[config.mk]
export PLATFORM = sky130hd
export DESIGN_NAME = block_cache_two_hand_clock_unit
export DESIGN_NICKNAME = d
export VERILOG_FILES = /design/src/hdl/bchc_pkg.sv /design/src/hdl/bchc_tag_store.sv /design/src/hdl/block_cache_two_hand_clock_unit.sv
export SDC_FILE = /design/constraint.sdc
export NUM_CORES = 1
export LEC_CHECK = 0
export BUFFER_PORTS_ARGS = -buffer_cell sky130_fd_sc_hd__buf_2
export CORE_AREA = 2 2 249 226
export DETAILED_ROUTE_END_ITERATION = 6
export DIE_AREA = 0 0 251 228
export PLACE_DENSITY = 0.78
export SLEW_MARGIN = 20
export SYNTH_ARGS = -nofsm -noshare
export SYNTH_HDL_FRONTEND = slang
export SYNTH_HIERARCHICAL = 1
export SYNTH_SLANG_ARGS = --single-unit
[constraint.sdc]
create_clock -name clk -period 9.8 [get_ports clk]
set_input_delay 0.49 -clock clk [delete_from_list [all_inputs] [get_ports clk]]
set_output_delay 0.49 -clock clk [all_outputs]
set_load 0.02 [all_outputs]
[src/hdl/bchc_pkg.sv]
// ----------------------------------------------------------------------------
// bchc_pkg
// Shared types, sizes and codes of the two-hand clock block cache controller.
// ----------------------------------------------------------------------------
package bchc_pkg;

  localparam int unsigned SLOTS        = 16;
  localparam int unsigned SLOT_W       = $clog2(SLOTS);
  localparam int unsigned BLK_W        = 31;
  localparam int unsigned FUNC_W       = 2;
  localparam int unsigned KIND_W       = 3;
  localparam int unsigned SLOT_FIELD_W = 4;
  localparam int unsigned CNT_W        = 32;
  localparam int unsigned SWEEP_START  = 9;

  // request codes
  localparam logic [FUNC_W-1:0] FUNC_READ  = 2'd0;
  localparam logic [FUNC_W-1:0] FUNC_WRITE = 2'd1;
  localparam logic [FUNC_W-1:0] FUNC_FLUSH = 2'd2;
  localparam logic [FUNC_W-1:0] FUNC_NONE  = 2'd3;

  // result codes
  localparam logic [KIND_W-1:0] KIND_WRITE_BACK  = 3'd0;
  localparam logic [KIND_W-1:0] KIND_FILL        = 3'd1;
  localparam logic [KIND_W-1:0] KIND_WRITE_THRU  = 3'd2;
  localparam logic [KIND_W-1:0] KIND_READ_DONE   = 3'd3;
  localparam logic [KIND_W-1:0] KIND_WRITE_DONE  = 3'd4;
  localparam logic [KIND_W-1:0] KIND_FLUSH_DONE  = 3'd5;

  typedef logic [SLOT_W-1:0] slot_idx_t;
  typedef logic [BLK_W-1:0]  blk_t;

  // request from the sequencer to the tag store
  typedef struct packed {
    logic      we;
    slot_idx_t waddr;
    slot_idx_t raddr;
    blk_t      key;
  } tag_req_t;

  // step a hand or scan index around the ring of slots
  function automatic slot_idx_t slot_inc(input slot_idx_t s);
    slot_idx_t r;
    if (s == SLOT_W'(SLOTS - 1)) begin
      r = '0;
    end else begin
      r = s + 1'b1;
    end
    return r;
  endfunction

endpackage

[src/hdl/bchc_tag_store.sv]
// ----------------------------------------------------------------------------
// bchc_tag_store
// Tag array of the cache slots with one write port, one registered read port
// and the single tag comparator that the lookup scan reuses every cycle.
// ----------------------------------------------------------------------------
module bchc_tag_store
  import bchc_pkg::*;
(
  input  logic     clk,
  input  tag_req_t req,
  output blk_t     rd_tag,
  output logic     match
);

  blk_t tags [SLOTS];

  // write the requested block into a slot on fill
  always_ff @(posedge clk) begin
    if (req.we) begin
      tags[req.waddr] <= req.key;
    end
  end

  // read one slot into a register ahead of its use
  always_ff @(posedge clk) begin
    rd_tag <= tags[req.raddr];
  end

  // compare the slot read last cycle against the request block
  assign match = (rd_tag == req.key);

endmodule

[src/hdl/block_cache_two_hand_clock_unit.sv]
// ----------------------------------------------------------------------------
// block_cache_two_hand_clock_unit
// Tag and policy controller of a fully associative write-back block cache
// with two-hand clock replacement.
// ----------------------------------------------------------------------------
// A request is taken when start is high and busy is low; busy then stays
// high until the final result word has been put out, and every result word
// appears for exactly one cycle with strobe high (last marks the final one).
// The lookup checks one slot per cycle through a single tag comparator. A
// read miss then steps the victim and sweep hands one slot per cycle until
// an unreferenced slot turns up (1 to 10 steps, since the sweep hand clears
// bits nine slots ahead of the slot the victim hand checks), followed by
// write-back, fill and done cycles. A flush scans all SLOTS slots, one per
// cycle, then puts out its done word. Func code 3 is taken and dropped
// without any result and without raising busy.
// ----------------------------------------------------------------------------
module block_cache_two_hand_clock_unit
  import bchc_pkg::*;
(
  input  logic                    clk,
  input  logic                    rst,
  input  logic                    start,
  input  logic [FUNC_W-1:0]       func,
  input  logic [BLK_W-1:0]        block_num,
  output logic                    busy,
  output logic                    strobe,
  output logic [KIND_W-1:0]       kind,
  output logic [BLK_W-1:0]        cmd_block,
  output logic [SLOT_FIELD_W-1:0] slot,
  output logic                    hit,
  output logic                    last,
  output logic [CNT_W-1:0]        read_total,
  output logic [CNT_W-1:0]        write_total,
  output logic [CNT_W-1:0]        hit_total,
  output logic [CNT_W-1:0]        miss_total
);

  localparam logic [3:0] S_IDLE       = 4'd0;
  localparam logic [3:0] S_LOOKUP     = 4'd1;
  localparam logic [3:0] S_VICTIM     = 4'd2;
  localparam logic [3:0] S_WB         = 4'd3;
  localparam logic [3:0] S_FILL       = 4'd4;
  localparam logic [3:0] S_READ_DONE  = 4'd5;
  localparam logic [3:0] S_WRITE_DONE = 4'd6;
  localparam logic [3:0] S_FLUSH      = 4'd7;
  localparam logic [3:0] S_FLUSH_DONE = 4'd8;

  localparam slot_idx_t LAST_SLOT = SLOT_W'(SLOTS - 1);

  logic [3:0]        state;
  logic [FUNC_W-1:0] req_func;
  blk_t              req_blk;
  slot_idx_t         scan;
  slot_idx_t         victim_hand;
  slot_idx_t         sweep_hand;
  logic [SLOTS-1:0]  slot_valid;
  logic [SLOTS-1:0]  slot_referenced;
  logic [SLOTS-1:0]  slot_dirty;
  logic [CNT_W-1:0]  read_count;
  logic [CNT_W-1:0]  write_count;
  logic [CNT_W-1:0]  hit_count;
  logic [CNT_W-1:0]  miss_count;

  tag_req_t  tag_req;
  blk_t      rd_tag;
  logic      tag_match;
  logic      scan_hit;
  slot_idx_t victim_next;
  logic      victim_free;

  // drive the tag store: address the slot needed next cycle, since the
  // read is registered
  always_comb begin
    tag_req.we    = (state == S_FILL);
    tag_req.waddr = victim_hand;
    tag_req.key   = req_blk;
    case (state)
      S_IDLE:            tag_req.raddr = '0;
      S_LOOKUP, S_FLUSH: tag_req.raddr = slot_inc(scan);
      S_VICTIM:          tag_req.raddr = victim_next;
      default:           tag_req.raddr = scan;
    endcase
  end

  bchc_tag_store u_tags (
    .clk    (clk),
    .req    (tag_req),
    .rd_tag (rd_tag),
    .match  (tag_match)
  );

  assign scan_hit    = slot_valid[scan] && tag_match;
  assign victim_next = slot_inc(victim_hand);
  // the sweep hand clears its bit in the same step, so it counts as free
  assign victim_free = !slot_referenced[victim_next] || (sweep_hand == victim_next);

  assign busy        = (state != S_IDLE);
  assign read_total  = read_count;
  assign write_total = write_count;
  assign hit_total   = hit_count;
  assign miss_total  = miss_count;

  // sequencer, slot flags and counters
  always_ff @(posedge clk) begin
    if (rst) begin
      state           <= S_IDLE;
      strobe          <= 1'b0;
      scan            <= '0;
      victim_hand     <= LAST_SLOT;
      sweep_hand      <= SLOT_W'(SWEEP_START % SLOTS);
      slot_valid      <= '0;
      slot_referenced <= '0;
      slot_dirty      <= '0;
      read_count      <= '0;
      write_count     <= '0;
      hit_count       <= '0;
      miss_count      <= '0;
    end else begin
      strobe <= 1'b0;
      case (state)
        S_IDLE: begin
          if (start) begin
            req_func <= func;
            req_blk  <= block_num;
            scan     <= '0;
            case (func)
              FUNC_READ: begin
                read_count <= read_count + 1'b1;
                state      <= S_LOOKUP;
              end
              FUNC_WRITE: begin
                write_count <= write_count + 1'b1;
                state       <= S_LOOKUP;
              end
              FUNC_FLUSH: state <= S_FLUSH;
              default:    state <= S_IDLE;
            endcase
          end
        end

        // compare one slot per cycle
        S_LOOKUP: begin
          if (scan_hit) begin
            hit_count             <= hit_count + 1'b1;
            slot_referenced[scan] <= 1'b1;
            if (req_func == FUNC_WRITE) begin
              slot_dirty[scan] <= 1'b1;
            end
            strobe    <= 1'b1;
            kind      <= (req_func == FUNC_WRITE) ? KIND_WRITE_DONE : KIND_READ_DONE;
            cmd_block <= req_blk;
            slot      <= SLOT_FIELD_W'(scan);
            hit       <= 1'b1;
            last      <= 1'b1;
            state     <= S_IDLE;
          end else if (scan == LAST_SLOT) begin
            miss_count <= miss_count + 1'b1;
            if (req_func == FUNC_WRITE) begin
              strobe    <= 1'b1;
              kind      <= KIND_WRITE_THRU;
              cmd_block <= req_blk;
              slot      <= '0;
              hit       <= 1'b0;
              last      <= 1'b0;
              state     <= S_WRITE_DONE;
            end else begin
              state <= S_VICTIM;
            end
          end else begin
            scan <= slot_inc(scan);
          end
        end

        // advance both hands one slot per cycle
        S_VICTIM: begin
          slot_referenced[sweep_hand] <= 1'b0;
          sweep_hand                  <= slot_inc(sweep_hand);
          victim_hand                 <= victim_next;
          if (victim_free) begin
            state <= S_WB;
          end
        end

        S_WB: begin
          if (slot_dirty[victim_hand] && slot_valid[victim_hand]) begin
            strobe    <= 1'b1;
            kind      <= KIND_WRITE_BACK;
            cmd_block <= rd_tag;
            slot      <= SLOT_FIELD_W'(victim_hand);
            hit       <= 1'b0;
            last      <= 1'b0;
          end
          state <= S_FILL;
        end

        S_FILL: begin
          slot_dirty[victim_hand]      <= 1'b0;
          slot_referenced[victim_hand] <= 1'b1;
          slot_valid[victim_hand]      <= 1'b1;
          strobe    <= 1'b1;
          kind      <= KIND_FILL;
          cmd_block <= req_blk;
          slot      <= SLOT_FIELD_W'(victim_hand);
          hit       <= 1'b0;
          last      <= 1'b0;
          state     <= S_READ_DONE;
        end

        S_READ_DONE: begin
          strobe    <= 1'b1;
          kind      <= KIND_READ_DONE;
          cmd_block <= req_blk;
          slot      <= SLOT_FIELD_W'(victim_hand);
          hit       <= 1'b0;
          last      <= 1'b1;
          state     <= S_IDLE;
        end

        S_WRITE_DONE: begin
          strobe    <= 1'b1;
          kind      <= KIND_WRITE_DONE;
          cmd_block <= req_blk;
          slot      <= '0;
          hit       <= 1'b0;
          last      <= 1'b1;
          state     <= S_IDLE;
        end

        // write back each valid dirty slot in ascending order
        S_FLUSH: begin
          if (slot_dirty[scan] && slot_valid[scan]) begin
            slot_dirty[scan] <= 1'b0;
            strobe    <= 1'b1;
            kind      <= KIND_WRITE_BACK;
            cmd_block <= rd_tag;
            slot      <= SLOT_FIELD_W'(scan);
            hit       <= 1'b0;
            last      <= 1'b0;
          end
          if (scan == LAST_SLOT) begin
            state <= S_FLUSH_DONE;
          end else begin
            scan <= slot_inc(scan);
          end
        end

        S_FLUSH_DONE: begin
          strobe    <= 1'b1;
          kind      <= KIND_FLUSH_DONE;
          cmd_block <= '0;
          slot      <= '0;
          hit       <= 1'b0;
          last      <= 1'b1;
          state     <= S_IDLE;
        end

        default: state <= S_IDLE;
      endcase
    end
  end

  // the two hands keep a fixed distance around the ring
  localparam int unsigned HAND_GAP = ((SWEEP_START % SLOTS) + 1) % SLOTS;
  logic [SLOT_W:0] gap_sum;
  slot_idx_t       sweep_expect;
  assign gap_sum      = {1'b0, victim_hand} + (SLOT_W + 1)'(HAND_GAP);
  assign sweep_expect = (gap_sum >= (SLOT_W + 1)'(SLOTS)) ?
                        SLOT_W'(gap_sum - (SLOT_W + 1)'(SLOTS)) : SLOT_W'(gap_sum);

`ifndef NO_ASSERTIONS
  a_last_frees: assert property (@(posedge clk) disable iff (rst)
    strobe && last |-> !busy)
    else $error("final result word while still busy");

  a_more_words: assert property (@(posedge clk) disable iff (rst)
    strobe && !last |-> busy)
    else $error("non-final result word after returning idle");

  a_hand_gap: assert property (@(posedge clk) disable iff (rst)
    sweep_hand == sweep_expect)
    else $error("sweep hand lost its distance to the victim hand");

  a_fill_valid: assert property (@(posedge clk) disable iff (rst)
    strobe && kind == KIND_FILL |-> slot_valid[victim_hand] && busy)
    else $error("fill word without a valid victim slot");
`endif

endmodule
==> metrics.md <==
| Metric | Value |
|---|---|
| Largest net degree at the start of global routing | `124` |
| Post-CTS sizing | `0` |
| H-tree depth | `3` |
| Sum Neg Setup Slack | `0 ns` |
| Worst Tran Pin Value | `1.134 ns` |
| Initial antenna violation count | `1` |
| Syn Nets | `2325` |
| Vias/cell | `6.614` |
| Synthesized area | `0.03245 mm2` |
| Status | `finished, final reports clean` |
| Critical path class | `flip-flop to flip-flop` |
| Syn_area_per_cell | `14.28 um2` |
| Fmax | `197.5 MHz` |
| Mapped Cells | `2273` |
| Hold Violations, Final | `0` |
| Commonest non-fill, non-tap cell in the layout | `edfxtp_1` |
| Slowest stage delay, CP | `0.94 ns` |
| Max Cap Viol | `0` |
| Hold WC Path Type | `input pin to flip-flop` |
| Critical path, cell by cell | `xor2_1 > nor4_1 > nand4_1 > nor4_1 > inv_1 > a211oi_1 > and3_1 > buf_4 > nor3_2 > o21ai_0 > and3_2` |
| Int Power | `6.468 mW` |
| IO Pins | `206` |
| Leak | `12.25 nW` |
| Clk buf depth | `3` |
| Final setup vio count | `0` |
| GP Congestion | `0.9157` |
| First drt pass iteration count | `6` |
| Worst endpoint required time | `10.05 ns` |
| Synth top area share | `52.65%` |
| Die area | `0.05723 mm2` |
| Die Y | `228 um` |
| Pwr/cell area | `248.1 mW/mm2` |
| Hold Buf Count CTS | `0` |
| Port Buffer Count | `205` |
| Detail Placement HPWL | `46080 um` |
| Critical path's most frequent cell | `nor4_1` |
| Final Skew | `0.03585 ns` |
| Cell family with most CP delay | `simple AND/OR/NAND/NOR gates` |
| Post-synthesis xor/xnor area fraction | `2.888%` |
| Register area share after synthesis | `66.47%` |
| Post-CTS setup buffers | `0` |
| Unique cell type count in the Yosys netlist | `76` |
| Switching Share | `29.47%` |
| Clk sinks | `793` |
| WL per Instance | `25.92 um` |
| Clk pwr share | `34.1%` |
| #FFs+latches synth | `793` |
| GRT overflow | `0` |
| Top cells by area, synth | `edfxtp_1 53%, dfxtp_1 14%, mux4_2 9.1%, a21oi_1 1.8%, xor2_1 1.8%` |
| Core Area | `0.05499 mm2` |
| Min-delay src | `block_num[23]` |
| ANT cells | `0` |
| First-pass GRT wire length | `126200 um` |
| Max IR drop VDD | `0.0001731 V` |
| Power Total | `9.170 mW` |
| Die Wd | `251 um` |
| Share of cells above drive strength 1 | `21.88%` |
| Main synth FF type | `edfxtp_1` |
| Crit start category | `flip-flop` |
| CTS clk-pin slew, worst paths | `0.07 ns` |
| Layout area overhead | `13.87%` |
| Number of global-route vias before repair | `20780` |
| EDFF count, synth | `569` |
| Clk Latency, worst-skew pair | `0.65 ns` |
| Ys async rst share | `0%` |
| Commonest non-fill, non-tap cells in the layout | `569 x edfxtp_1, 224 x dfxtp_1, 204 x buf_2, 155 x nand2_1, 131 x mux4_2` |
| Critical Path Source | `req_blk[21]$_DFFE_PP_` |
| CTS tree | `done` |
| Cell Rows | `82` |
| Slowest CP cell | `and3_2` |
| Total Routing Usage GR | `29.06%` |
| Critical-path maximum fanout | `31` |
| Largest area contributor in the netlist | `edfxtp_1` |
| Filler instances | `3601` |
| Routed Antenna Nets | `0` |
| CP Data Arrival Time | `5.32 ns` |
| Critical Path Sink Type | `flip-flop` |
| Residual DRC | `0` |
| Sequential cell fraction of total power | `45.5%` |
| Switch Pwr | `2.702 mW` |
| Initial DRC count | `2907` |
| Worst r2r src | `req_blk[21]$_DFFE_PP_` |
| Comb pwr share | `20.4%` |
| Slew Viols, Final | `0` |
| RSZ-0062 raised after global routing | `no` |
| Yosys warns | `6` |
| Largest family of logic cells by synthesized area | `simple AND/OR/NAND/NOR gates` |
| WL final | `83920 um` |
| Tcrit/Tclk final | `51.66%` |
| Slew margin rel. | `24.29%` |
| Minimum clock period | `5.063 ns` |
| Fraction of the mapped netlist area in adder cells | `0.6169%` |
| Vias | `21410` |
| Starting Density | `59.01%` |
| TritonCTS buffer count | `78` |
| Synth Area in Compound Gates | `8.416%` |
| Crit path buf inv count | `2` |
| Simple-gate share of the synthesized area | `9.650%` |
| Mux contribution to synthesized area | `9.631%` |
| # nets final | `2509` |
| Root Driver | `clkbuf_16` |
## per-stage QoR
stage	util, %	instance area, um2	hold slack [ns]	std cells	setup WS, ns
2_1_floorplan	-	32450	0.4180	2273	5.241
3_3_place_gp	62.20	34210	0.4288	3089	5.175
3_5_place_dp	62.20	34210	0.4394	3089	4.952
4_1_cts	67.13	36920	0.004424	3235	4.869
5_1_grt	67.20	36960	0.003948	3237	4.701
6_report	67.20	36960	0.02236	3237	4.737
## synthesized netlist by cell type (4+ instances only)
cell	n
o21ai_0	95
or3_1	34
o31ai_1	33
a22o_1	36
and3_1	25
buf_2	25
and4_1	14
inv_1	36
buf_6	8
clkbuf_1	101
a21oi_1	119
mux4_2	131
or4_1	25
ha_1	16
a22oi_1	64
nand4_1	44
a221oi_1	7
edfxtp_1	569
mux2i_1	13
nor3_1	18
xor2_1	67
nor2_1	145
o2111ai_1	7
a211oi_1	8
nor3_2	4
mux2_2	4
dfxtp_1	224
or4b_2	4
o211ai_1	10
nand3b_1	4
a31oi_1	8
nor4_1	21
nand2b_1	9
nand3_1	63
nor2b_1	13
xnor2_1	40
nand2_1	155
and2_1	14
## power groups by stage
stage	clock (mW)	sequential (mW)	combinational, mW
finish	3.13	4.17	1.87
floorplan	0	4.18	1.33
global route	3.29	4.20	1.99
global placement	0	4.20	1.79
detailed placement	0	4.22	1.82
CTS	3.17	4.16	1.85
## logic make-up after synthesis
group	after synthesis
flip-flops	793
adder cells (fa/ha/maj)	16
buffers and inverters	176
XOR/XNOR	107
multiplexers	148
AND/OR/NAND/NOR	610
AO/OA/AOI/OAI	423
## flip-flops by register name, indices dropped and copies added (netlist names), 4 cells and up
name             flops
u_tags/tags        496
read_total          32
req_blk             31
state                4
victim_hand          4
hit_total           32
slot                 4
sweep_hand           4
slot_valid          16
cmd_block           31
slot_dirty          16
write_total         32
slot_referenced     16
u_tags/rd_tag       31
scan                 4
miss_total          32
## area by class of cell
type / instances / area [um2] / area share [%]
inverters: 37 / 138.9 / 0.3758
multi-input cells: 1304 / 10290 / 27.84
flip-flops and latches: 793 / 21570 / 58.37
repair buffers: 243 / 1354 / 3.663
clock inverters: 53 / 641.9 / 1.737
well taps: 714 / 893.4 / 2.417
clock buffers: 93 / 2068 / 5.597
## path summary, 6_finish.rpt
path | endpoint | slack (ns) | cells after the start
worst max-delay path | cmd_block[2]$_DFFE_PP_ | 4.74 | 11
worst min-delay path | req_blk[23]$_DFFE_PP_ | 0.02 | 1
worst max register to register | cmd_block[2]$_DFFE_PP_ | 4.74 | 11
worst min register to register | slot_referenced[12]$_SDFFE_PP0P_ | 0.46 | 2
## per-layer routing
layer	routed length, um	up-vias	global-route usage [%]
li1	-	9206	-
met1	32450	10680	40.70
met2	39940	1337	46.25
met3	9257	185	6.470
met4	2265	2	8.426
met5	7	-	0
## worst register-to-register path: cells and delay by family (launching register included)
kind / cells / cell delay [ns]
AND/OR/NAND/NOR: 6 / 2.67
flip-flops: 1 / 0.72
AO/OA/AOI/OAI: 2 / 0.54
buffers and inverters: 2 / 0.46
XOR/XNOR: 1 / 0.23
Power figures use the tool's default switching activity.
